$ cat src/design/four_key_debounce_icon_toggle_unit_defines.svh
// ----------------------------------------------------------------------------
// four_key_debounce_icon_toggle_unit_defines
// assertion macros shared by the debounce and toggle modules
// ----------------------------------------------------------------------------
`ifndef FOUR_KEY_DEBOUNCE_ICON_TOGGLE_UNIT_DEFINES_SVH
`define FOUR_KEY_DEBOUNCE_ICON_TOGGLE_UNIT_DEFINES_SVH

`ifndef NO_ASSERTIONS
// property checked on every clock edge outside reset
`define FKDIT_ASSERT(lbl, clk_s, rstn_s, prop) \
    lbl: assert property (@(posedge clk_s) disable iff (!rstn_s) prop) \
        else $error("fkdit assertion failed");
// property checked on every clock edge, reset included
`define FKDIT_ASSERT_ALWAYS(lbl, clk_s, prop) \
    lbl: assert property (@(posedge clk_s) prop) \
        else $error("fkdit assertion failed");
`else
`define FKDIT_ASSERT(lbl, clk_s, rstn_s, prop)
`define FKDIT_ASSERT_ALWAYS(lbl, clk_s, prop)
`endif

`endif

$ cat src/design/fkdit_pkg.sv
// ----------------------------------------------------------------------------
// fkdit_pkg
// shared types and constants of the key debounce and icon toggle unit
// ----------------------------------------------------------------------------
package fkdit_pkg;

    localparam int NUM_KEYS_DEF = 4;
    localparam int PIN_KEYS     = 4;
    localparam int DATA_W       = 8;
    localparam int KEYNUM_W     = 2;
    localparam int CFG_IDX_W    = 3;
    localparam int IN_TDATA_W   = 8;
    localparam int OUT_TDATA_W  = 16;

    localparam logic [DATA_W-1:0] TICKS_RESET = 8'd20;
    localparam logic [DATA_W-1:0] COUNT_MAX   = 8'd255;

    localparam logic [CFG_IDX_W-1:0] CFG_STABLE_TICKS = 3'd0;
    localparam logic [CFG_IDX_W-1:0] CFG_KEY0_MASK    = 3'd1;
    localparam logic [CFG_IDX_W-1:0] CFG_KEY1_MASK    = 3'd2;
    localparam logic [CFG_IDX_W-1:0] CFG_KEY2_MASK    = 3'd3;
    localparam logic [CFG_IDX_W-1:0] CFG_KEY3_MASK    = 3'd4;

    typedef enum logic [1:0] {
        PH_IDLE    = 2'd0,
        PH_PDBNC   = 2'd1,
        PH_PRESSED = 2'd2,
        PH_RDBNC   = 2'd3
    } phase_t;

    typedef struct packed {
        logic                status_valid;
        logic [DATA_W-1:0]   status_byte;
        logic [KEYNUM_W-1:0] key_number;
        logic                last_frame;
    } frame_t;

endpackage

$ cat src/design/fkdit_lane.sv
// ----------------------------------------------------------------------------
// fkdit_lane
// one key debouncer: four-phase state machine with a stable tick counter
// ----------------------------------------------------------------------------
`include "four_key_debounce_icon_toggle_unit_defines.svh"

module fkdit_lane (
    input  logic                       clk,
    input  logic                       rst_n,
    input  logic                       tick,
    input  logic                       level,
    input  logic [fkdit_pkg::DATA_W-1:0] stable_ticks,
    output logic                       confirm
);
    import fkdit_pkg::*;

    phase_t            phase_reg, phase_next;
    logic [DATA_W-1:0] count_reg, count_next;
    logic [DATA_W-1:0] count_inc;
    logic              reached;

    assign count_inc = (count_reg < COUNT_MAX) ? count_reg + 8'd1 : count_reg;
    assign reached   = (count_inc >= stable_ticks);

    // next phase
    always_comb
    begin
        phase_next = phase_reg;
        case (phase_reg)
            PH_IDLE:
            begin
                if (!level)
                    phase_next = PH_PDBNC;
            end
            PH_PDBNC:
            begin
                if (level)
                    phase_next = PH_IDLE;
                else if (reached)
                    phase_next = PH_PRESSED;
            end
            PH_PRESSED:
            begin
                if (level)
                    phase_next = PH_RDBNC;
            end
            PH_RDBNC:
            begin
                if (!level)
                    phase_next = PH_PRESSED;
                else if (reached)
                    phase_next = PH_IDLE;
            end
            default:
            begin
                phase_next = PH_IDLE;
            end
        endcase
    end

    // counter and press confirm
    always_comb
    begin
        count_next = count_reg;
        confirm    = 1'b0;
        case (phase_reg)
            PH_IDLE:
            begin
                if (!level)
                    count_next = '0;
            end
            PH_PDBNC:
            begin
                if (!level)
                begin
                    count_next = count_inc;
                    confirm    = reached;
                end
            end
            PH_PRESSED:
            begin
                if (level)
                    count_next = '0;
            end
            PH_RDBNC:
            begin
                if (level)
                    count_next = count_inc;
            end
            default:
            begin
                count_next = count_reg;
            end
        endcase
    end

    always_ff @(posedge clk or negedge rst_n)
    begin
        if (!rst_n)
        begin
            phase_reg <= PH_IDLE;
            count_reg <= '0;
        end
        else if (tick)
        begin
            phase_reg <= phase_next;
            count_reg <= count_next;
        end
    end

    `FKDIT_ASSERT(a_confirm_to_pressed, clk, rst_n,
        (tick && confirm) |=> (phase_reg == PH_PRESSED))
    `FKDIT_ASSERT(a_idle_holds_released, clk, rst_n,
        (tick && level && phase_reg == PH_IDLE) |=> (phase_reg == PH_IDLE))
    `FKDIT_ASSERT(a_confirm_only_debounce, clk, rst_n,
        confirm |-> (phase_reg == PH_PDBNC && !level))

endmodule

$ cat src/design/fkdit_merge.sv
// ----------------------------------------------------------------------------
// fkdit_merge
// merges lane confirms into icon toggles and serializes status frames
// ----------------------------------------------------------------------------
`include "four_key_debounce_icon_toggle_unit_defines.svh"

module fkdit_merge #(
    parameter int NUM_KEYS = fkdit_pkg::NUM_KEYS_DEF
) (
    input  logic                                     clk,
    input  logic                                     rst_n,
    input  logic                                     load,
    input  logic [NUM_KEYS-1:0]                      confirms,
    input  logic [NUM_KEYS-1:0][fkdit_pkg::DATA_W-1:0] masks,
    input  logic                                     frame_ready,
    output logic                                     take_ready,
    output fkdit_pkg::frame_t                        frame
);
    import fkdit_pkg::*;

    logic [NUM_KEYS-1:0] pend_reg, pend_next;
    logic [NUM_KEYS-1:0] low_bit, rest;
    logic [DATA_W-1:0]   icon_reg, icon_next;
    logic [DATA_W-1:0]   sel_mask;
    logic [KEYNUM_W-1:0] sel_key;
    logic                adv;
    frame_t              frame_reg, frame_next;

    assign low_bit = pend_reg & (~pend_reg + NUM_KEYS'(1));
    assign rest    = pend_reg & ~low_bit;

    always_comb
    begin
        sel_mask = '0;
        sel_key  = '0;
        for (int k = 0; k < NUM_KEYS; k++)
        begin
            if (low_bit[k])
            begin
                sel_mask = sel_mask | masks[k];
                sel_key  = sel_key | KEYNUM_W'(k);
            end
        end
    end

    assign adv        = (pend_reg != '0) && (!frame_reg.status_valid || frame_ready);
    assign take_ready = (pend_reg == '0) || (adv && rest == '0);
    assign icon_next  = adv ? (icon_reg ^ sel_mask) : icon_reg;

    always_comb
    begin
        if (load)
            pend_next = confirms;
        else if (adv)
            pend_next = rest;
        else
            pend_next = pend_reg;
    end

    always_comb
    begin
        frame_next = frame_reg;
        if (adv)
        begin
            frame_next.status_valid = 1'b1;
            frame_next.status_byte  = icon_next;
            frame_next.key_number   = sel_key;
            frame_next.last_frame   = (rest == '0);
        end
        else if (frame_ready)
        begin
            frame_next.status_valid = 1'b0;
        end
    end

    always_ff @(posedge clk or negedge rst_n)
    begin
        if (!rst_n)
        begin
            pend_reg  <= '0;
            icon_reg  <= '0;
            frame_reg <= '0;
        end
        else
        begin
            pend_reg  <= pend_next;
            icon_reg  <= icon_next;
            frame_reg <= frame_next;
        end
    end

    assign frame = frame_reg;

    `FKDIT_ASSERT(a_load_when_drained, clk, rst_n,
        load |-> (pend_reg == '0 || (adv && rest == '0)))
    `FKDIT_ASSERT(a_adv_shows_icon, clk, rst_n,
        adv |=> (frame_reg.status_valid && frame_reg.status_byte == icon_reg))
    `FKDIT_ASSERT(a_last_ends_run, clk, rst_n,
        (adv && rest == '0 && !load) |=> (pend_reg == '0 && frame_reg.last_frame))

endmodule

$ cat src/design/four_key_debounce_icon_toggle_unit.sv
// ----------------------------------------------------------------------------
// four_key_debounce_icon_toggle_unit
// debounces active-low keys and toggles an icon bitmap on confirmed presses
// ----------------------------------------------------------------------------
// s_axis carries one scan tick per item: key levels in tdata[3:0].
// cfg writes stable_ticks (index 0) and key masks (index 1 to 4); cfg_ready
// is always high and writes are meant for an idle unit.
// m_axis carries one status frame per confirmed press, in key order, with
// tlast on the final frame of a tick; a tick with no press gives nothing.
// all key lanes step together on the accepted tick; confirms are queued
// in a pending vector and one frame leaves per cycle while the receiver
// is ready; a frame passes the pending vector, then the output register.
// a tick is taken as soon as the previous tick's frames are all in the
// output register, before they leave it; the frames of a tick leave one
// by one through the single frame output port.
// a stalled receiver holds the output register and the pending frames,
// and s_axis_tready stays low until the last pending frame moves out.
// reset puts every key in idle with count zero, clears the icon bitmap
// and loads stable_ticks 20 and masks 1, 2, 4, 8.
// ----------------------------------------------------------------------------
module four_key_debounce_icon_toggle_unit #(
    parameter int NUM_KEYS = fkdit_pkg::NUM_KEYS_DEF
) (
    input  logic                                   clk,
    input  logic                                   rst_n,
    input  logic                                   s_axis_tvalid,
    output logic                                   s_axis_tready,
    input  logic [fkdit_pkg::IN_TDATA_W-1:0]       s_axis_tdata,   // key_levels[3:0]
    output logic                                   m_axis_tvalid,
    input  logic                                   m_axis_tready,
    output logic [fkdit_pkg::OUT_TDATA_W-1:0]      m_axis_tdata,   // status_byte, key_number
    output logic                                   m_axis_tlast,
    input  logic                                   cfg_valid,
    output logic                                   cfg_ready,
    input  logic [fkdit_pkg::CFG_IDX_W-1:0]        cfg_index,
    input  logic [fkdit_pkg::DATA_W-1:0]           cfg_data
);
    import fkdit_pkg::*;

    logic [DATA_W-1:0]                ticks_reg;
    logic [PIN_KEYS-1:0][DATA_W-1:0]  mask_reg;
    logic [NUM_KEYS-1:0][DATA_W-1:0]  lane_masks;
    logic [NUM_KEYS-1:0]              lane_levels;
    logic [NUM_KEYS-1:0]              confirms;
    logic                             take_ready;
    logic                             tick;
    frame_t                           frame;

    assign cfg_ready     = 1'b1;
    assign s_axis_tready = take_ready;
    assign tick          = s_axis_tvalid && take_ready;

    always_ff @(posedge clk or negedge rst_n)
    begin
        if (!rst_n)
        begin
            ticks_reg   <= TICKS_RESET;
            mask_reg[0] <= 8'd1;
            mask_reg[1] <= 8'd2;
            mask_reg[2] <= 8'd4;
            mask_reg[3] <= 8'd8;
        end
        else if (cfg_valid)
        begin
            case (cfg_index)
                CFG_STABLE_TICKS: ticks_reg   <= cfg_data;
                CFG_KEY0_MASK:    mask_reg[0] <= cfg_data;
                CFG_KEY1_MASK:    mask_reg[1] <= cfg_data;
                CFG_KEY2_MASK:    mask_reg[2] <= cfg_data;
                CFG_KEY3_MASK:    mask_reg[3] <= cfg_data;
                default:          ticks_reg   <= ticks_reg;
            endcase
        end
    end

    for (genvar k = 0; k < NUM_KEYS; k++)
    begin : g_lane
        // keys without a pin read as released and toggle nothing
        if (k < PIN_KEYS)
        begin : g_pin
            assign lane_levels[k] = s_axis_tdata[k];
            assign lane_masks[k]  = mask_reg[k];
        end
        else
        begin : g_nopin
            assign lane_levels[k] = 1'b1;
            assign lane_masks[k]  = '0;
        end

        fkdit_lane u_lane (
            .clk          (clk),
            .rst_n        (rst_n),
            .tick         (tick),
            .level        (lane_levels[k]),
            .stable_ticks (ticks_reg),
            .confirm      (confirms[k])
        );
    end

    fkdit_merge #(
        .NUM_KEYS (NUM_KEYS)
    ) u_merge (
        .clk         (clk),
        .rst_n       (rst_n),
        .load        (tick),
        .confirms    (confirms),
        .masks       (lane_masks),
        .frame_ready (m_axis_tready),
        .take_ready  (take_ready),
        .frame       (frame)
    );

    assign m_axis_tvalid = frame.status_valid;
    assign m_axis_tdata  = {{(OUT_TDATA_W - DATA_W - KEYNUM_W){1'b0}},
                            frame.key_number, frame.status_byte};
    assign m_axis_tlast  = frame.last_frame;

endmodule

$ cat config.mk
export PLATFORM = sky130hd
export DESIGN_NAME = four_key_debounce_icon_toggle_unit
export DESIGN_NICKNAME = d
export VERILOG_FILES = /design/src/design/fkdit_pkg.sv /design/src/design/fkdit_lane.sv /design/src/design/fkdit_merge.sv /design/src/design/four_key_debounce_icon_toggle_unit.sv
export VERILOG_INCLUDE_DIRS = /design/src /design/src/design
export SDC_FILE = /design/constraint.sdc
export NUM_CORES = 1
export LEC_CHECK = 0
export BUFFER_PORTS_ARGS = -buffer_cell sky130_fd_sc_hd__buf_4
export CAP_MARGIN = 15
export CORE_ASPECT_RATIO = 0.6
export CORE_MARGIN = 3
export CORE_UTILIZATION = 65
export DETAILED_ROUTE_END_ITERATION = 6
export MAX_ROUTING_LAYER = met4
export PLACE_DENSITY = 0.85
export SETUP_SLACK_MARGIN = 0.15
export SYNTH_ARGS = -nofsm -noshare
export SYNTH_HDL_FRONTEND = slang
export SYNTH_HIERARCHICAL = 1
export SYNTH_SLANG_ARGS = --single-unit
$ cat constraint.sdc
create_clock -name clk -period 5.96 [get_ports clk]
set_input_delay 0.298 -clock clk [delete_from_list [all_inputs] [get_ports clk]]
set_output_delay 0.298 -clock clk [all_outputs]
set_load 0.05 [all_outputs]
# [Word-level counts from Yosys, hierarchy flattened]
# Index checks and enable logic that the tools add are counted.
[word_totals] register_bits=104 in_bits=24 elab_cells=181
[op_classes] add_sub_neg=5 n_lt_le_gt_ge=8 n_eq_ne=40 n_mux=72 n_bitwise=8 n_reduce_logical=29
[ops] cell="two-way mux 8 bit" n=25
[ops] cell="one-hot mux 8 bit (4 select lines)" n=4
[ops] cell="two-way mux 2 bit" n=26
[ops] cell="AND reduction 5 bit" n=8
[ops] cell="adder 8 x 1 -> 8 bit, second input constant" n=4
[ops] cell=">= comparator 8 bit" n=4
[ops] cell="less-than comparator 8 bit, second input constant" n=4
[ops] cell="!= test 2 bit, second input constant" n=16
[ops] cell="one-hot mux 2 bit (4 select lines)" n=4
[ops] cell="!= test 3 x 2 -> 1 bit, second input constant" n=8
[ops] cell="OR 8 bit" n=3
[ops] cell="equality test 2 bit, second input constant" n=8
[ops] cell="two-way mux 1 bit" n=11
[ops] cell="AND reduction 2 bit" n=5
[ops] cell="AND 4 bit" n=2
[ops] cell="equality test 2 x 1 -> 1 bit, second input constant" n=4
[ops] cell="zero test 2 bit" n=4
[ops] cell="zero test 4 bit" n=2
[ops] cell="two-way mux 4 bit" n=2
[ops] cell="NOT 4 bit" n=2
[ops] cell="bitwise XOR 8 bit" n=1
[ops] cell="equality test 3 x 2 -> 1 bit, second input constant" n=2
[ops] cell="adder 4 x 1 -> 4 bit, second input constant" n=1
[ops] cell="nonzero test 2 bit" n=2
[ops] cell="7 further kinds" n=10

# [Longest topological paths before layout]
[depth] ltp_word=12 ltp_mapped=13

# [Hierarchy]
# The synthesis kept the hierarchy.
[modules_own_cells] mod="fkdit_lane" instances=4 cells_per_inst=96 area_each_um2=865.8
[modules_own_cells] mod="four_key_debounce_icon_toggle_unit" instances=1 cells_per_inst=98 area_each_um2=1616.6
[modules_own_cells] mod="fkdit_merge" instances=1 cells_per_inst=161 area_each_um2=1453.9

# [Worst setup path after synthesis]
# Ideal clock, no wire load.
[synth_timing] path_type="register to register" from="register u_merge.frame_reg, in the netlist u_merge/frame[11]" to="register g_lane[0].u_lane.count_reg[4]" setup_time_ns=0.120 arrival_time_ns=3.540 required_time_ns=5.840 setup_slack_ns=2.300 path_stages_with_launch=11 n_path_buf=2 path_cell_list="dfrtp_1 nor2b_1 clkbuf_1 maj3_1 o21a_1 o22ai_1 and2_1 nand2_1 buf_6 and2_1 a31o_2"
[synth_between] elab_chain_len=7
[synth_rtl] element="start: declaration" line_no="fkdit_merge.sv:27" text="frame_t frame_reg, frame_next;"
[synth_rtl] element="start signal: assignment" line_no="fkdit_merge.sv:88" text="frame_reg <= frame_next;"
[synth_rtl] element="zero test 1 bit" line_no="fkdit_merge.sv:46" text="assign adv = (pend_reg != '0) && (!frame_reg.status_valid || frame_ready);"
[synth_rtl] element="logical OR 1 bit" line_no="fkdit_merge.sv:46"
[synth_rtl] element="logical AND 1 bit" line_no="fkdit_merge.sv:46"
[synth_rtl] element="logical AND 1 bit" line_no="fkdit_merge.sv:47" text="assign take_ready = (pend_reg == '0) || (adv && rest == '0);"
[synth_rtl] element="logical OR 1 bit" line_no="fkdit_merge.sv:47"
[synth_rtl] element="named net s_axis_tready" line_no="four_key_debounce_icon_toggle_unit.sv:27" text="output logic s_axis_tready,"
[synth_rtl] element="logical AND 1 bit" line_no="four_key_debounce_icon_toggle_unit.sv:51" text="assign tick = s_axis_tvalid && take_ready;"
[synth_rtl] element="named net tick" line_no="four_key_debounce_icon_toggle_unit.sv:46" text="logic tick;"
[synth_rtl] element="AND reduction 5 bit (no line)"
[synth_rtl] element="end signal: assignment" line_no="fkdit_lane.sv:107" text="count_reg <= count_next;"
[synth_rtl] element="end: declaration" line_no="fkdit_lane.sv:18" text="logic [DATA_W-1:0] count_reg, count_next;"
# The timed path passes the listed nets, and every way through them passes these cells.
# A chain may end at the register's enable or synchronous reset.

# [Worst setup path after layout]
[layout_timing] from="register g_lane[3].u_lane.count_reg[0]" to="register u_merge.pend_reg[3]"
[layout_between] elab_chain_len=6
[layout_rtl] element="start: declaration" line_no="fkdit_lane.sv:18"
[layout_rtl] element="start signal: assignment" line_no="fkdit_lane.sv:107"
[layout_rtl] element="adder 8 x 1 -> 8 bit / less-than comparator 8 bit (equally long branches)" line_no="fkdit_lane.sv:22" text="assign count_inc = (count_reg < COUNT_MAX) ? count_reg + 8'd1 : count_reg;"
[layout_rtl] element="two-way mux 8 bit (*)" line_no="fkdit_lane.sv:22"
[layout_rtl] element=">= comparator 8 bit (*)" line_no="fkdit_lane.sv:23" text="assign reached = (count_inc >= stable_ticks);"
[layout_rtl] element="two-way mux 1 bit (*)" line_no="fkdit_lane.sv:74" text="if (!level)"
[layout_rtl] element="two-way mux 1 bit (*)" line_no="fkdit_lane.sv:66" text="case (phase_reg)"
[layout_rtl] element="named net confirms[3]" line_no="four_key_debounce_icon_toggle_unit.sv:44" text="logic [NUM_KEYS-1:0] confirms;"
[layout_rtl] element="two-way mux 4 bit (*)" line_no="fkdit_merge.sv:52" text="if (load)"
[layout_rtl] element="end signal: assignment" line_no="fkdit_merge.sv:86" text="pend_reg <= pend_next;"
[layout_rtl] element="end: declaration" line_no="fkdit_merge.sv:21" text="logic [NUM_KEYS-1:0] pend_reg, pend_next;"
# Mark *: on every way through the listed nets, which the timed path passes. The rest lies on a longest branch.

==> metrics.cfg <==
[route]
wl_met2_mm = 7.18
dr.pass1.iters = 5
dr_wl_met3_mm = 1.01
vias = 5133
top_layer_used = met4
drt_iter0_drc = 499
postRouteWirelength_mm = 15.6
avgViaCountPerCell = 6.44
ant_nets = 0
drc = 0
wl_per_cell_um = 19.6
wl_met1_mm = 7.03

[critical_path]
cp_cell_sequence = ha_1 > nand4_2 > nor2_4 > xor2_1 > ha_1 > nand2b_1 > a2111oi_2 > o21bai_1 > a41oi_1 > nor4b_1 > nand2_1 > o21ai_0
cp_slowest_stage_delay_ns = 0.50
reg2reg_depth = 12
crit_family = compound AO/OA/AOI/OAI gates
worst_ep_arrival_time_ns = 3.44
cp_slowest_cell = dfrtp_1
critPathCaptureType = flop
timing.rr.end = u_merge/pend_reg[3]$_DFFE_PN0P_
reg2reg_slack_ns = 2.75
worstPathBufferInverterCount = 0
worst-path-stages = 12
crit_required_ns = 6.18
startpoint_type = flop
critPathMaxFanout = 8
crit_top_cell = ha_1
r2r_start = g_lane[3].u_lane/count_reg[0]$_DFFE_PN0P_
path_class = flop to flop

[die]
dieArea_um2 = 11300
io_pins = 44
die_width_um = 135
die_h_um = 83.7
core-area_um2 = 9460
rows = 27
initial_core_util_pct = 69.1

[layout]
fillerInstances = 642
fin_cells = 797
area_delta_synth_final_pct = 8.23
final_cell_area_um2 = 7070
final_nets = 722
drive_gt1_share_pct = 21.9
fin_util_pct = 74.8
antenna_cells = 0

[timing]
grt_setup_unrepaired = false
tns_ns = 0
finalCritPeriodShare_pct = 53.9
final-setup-viol-count = 0
maxSlewHeadroom_pct = 39.2
worstMarginPinSlew_ns = 0.911
clock_skew_ns = 0.00418
max_freq_ghz = 0.311
fin_crit_ns = 3.21
slew_viol_final = 0
hold_viol_final = 0

[synth]
yosys-top-cells-area = dfrtp_1 38%, mux2_2 7.6%, ha_1 6.9%
ys_types = 53
yosys-top-cells-count = 98 x dfrtp_1, 57 x nand2_1, 44 x mux2_2
postSynthAreaPerCell_um2 = 10.2
yosysSeqAreaShare_pct = 39.9
yosysWarnings = 6
synth_top_cell_by_area = dfrtp_1
yosysMostFrequentCell = dfrtp_1
synth.ff_latch_count = 104
yosysTopAreaCellShare_pct = 37.5
synthArstFlopShare_pct = 100
syn-cell-area_um2 = 6530
synthCells = 643
synthFlopType = dfrtp_1
synth_edf_count = 0

[outcome]
status = finished clean

[place]
dpl.hpwl_mm = 11.1
dp_cells = 780
placedInstanceArea_um2 = 6740
io_buffers = 32
gp_congestion = 0.828

[clock_network]
clk_latency_ns = 0.35
clockBufferDepth = 2
numCtsBuffers = 9
cts_sinks = 104
htreeDepth = 3
cts-root-buf = clkbuf_16
cts_tree = done
clk_pin_slew_ns = 0.07

[hold_path]
holdPathStages = 2
min_from = s_axis_tdata[2]
hp-class = primary input to flop

[global_routing]
grt_pass1_wl_mm = 25.8
grt_max_degree = 73
antenna_found_initial = 0
grt_pass1_vias = 5139
grt_usage_pct = 29.1
overflow = 0

[power]
vdd_drop_max_v = 0.000241
power_density_nw_per_um2 = 390
p_leak_nw = 3.23

[flow_run]
maxCapViolCount = 0

[metal layers]
metal,vias up,global-route usage [%]
li1,2354,-
met1,2540,39.8
met2,200,44.5
met3,39,5.48
met4,0,8.42
met5,-,-
[layout by cell type, fill, tap and decap left out, types with 6 or more instances in the layout]
cell	n
mux2i_1	8
o21a_1	13
o21ai_0	32
nor2b_1	13
mux2_2	44
xnor2_1	12
a22oi_1	8
inv_1	32
dfstp_2	6
nand3_2	8
dfrtp_1	98
conb_1	7
a22o_1	16
a31oi_1	12
nand2b_1	6
clkbuf_16	9
nand3b_1	8
a21oi_1	38
ha_1	36
and2_1	22
nand2_1	57
a31o_2	8
o31ai_1	12
nor3_1	17
buf_4	34
xor2_1	9
nor2_1	24
[cell families after synthesis]
logic type / Yosys count / synth area share [%]
buffers and inverters: 64 / 5.40
adder cells (fa/ha/maj): 37 / 7.05
other: 2 / 0.115
XOR/XNOR: 21 / 2.82
flip-flops: 104 / 39.9
AND/OR/NAND/NOR: 191 / 17.6
multiplexers: 56 / 9.73
AO/OA/AOI/OAI: 168 / 17.3
[metrics by stage]
step	hold slack, ns	power, W	setup WS, ns
after floorplan	0.00241	0.00182	2.30
after global placement	0.274	0.00199	3.07
after detailed placement	0.277	0.00209	2.83
after CTS	0.147	0.00274	2.79
after global routing	0.160	0.00290	2.57
final	0.148	0.00276	2.75
[cell type report]
type,count,area (µm²),area share [%]
clock buffer,11,243,3.43
sequential,104,2610,36.9
tap,130,163,2.30
clock inverter,5,81.3,1.15
multi-input combinational,480,3590,50.8
inverter,32,120,1.70
timing repair buffer,35,265,3.75
[worst max-delay path by stage]
stage                                         startpoint                                        end  slack, ns
6_report       g_lane[3].u_lane/count_reg[0]$_DFFE_PN0P_            u_merge/pend_reg[3]$_DFFE_PN0P_       2.75
4_1_cts        g_lane[3].u_lane/count_reg[0]$_DFFE_PN0P_            u_merge/pend_reg[3]$_DFFE_PN0P_       2.79
2_1_floorplan              u_merge/frame[11]$_DFFE_PN0P_  g_lane[0].u_lane/count_reg[4]$_DFFE_PN0P_       2.30
3_3_place_gp             u_merge/pend_reg[0]$_DFFE_PN0P_  g_lane[0].u_lane/count_reg[6]$_DFFE_PN0P_       3.07
5_1_grt                  u_merge/pend_reg[0]$_DFFE_PN0P_  g_lane[3].u_lane/count_reg[3]$_DFFE_PN0P_       2.57
3_5_place_dp   g_lane[3].u_lane/count_reg[0]$_DFFE_PN0P_            u_merge/pend_reg[3]$_DFFE_PN0P_       2.83
[what timing repair did]
| action | 4_1_cts | 5_1_grt |
|---|---|---|
| setup buffers | 0 | 0 |
| endpoints found under the hold margin | 31 | 0 |
| resized for setup | 0 | 0 |
| hold buffers | 1 | 0 |
[power by group]
group | switching [W] | total, W | leakage, nW | internal (W)
clock network | 0.000266 | 0.000646 | 0.156 | 0.000380
logic | 0.000551 | 0.000958 | 1.78 | 0.000407
registers | 0.000253 | 0.00115 | 1.29 | 0.000900
[worst register-to-register path: cells and delay by family, from the launching register on]
kind | cells | cell delay (ns)
adders and majority gates | 2 | 0.54
xor gates and xnor gates | 1 | 0.20
DFF | 1 | 0.50
and+or+nand+nor | 5 | 0.75
AOI/OAI and AO/OA | 4 | 1.09
No activity file was read; power rests on OpenSTA's default activity.
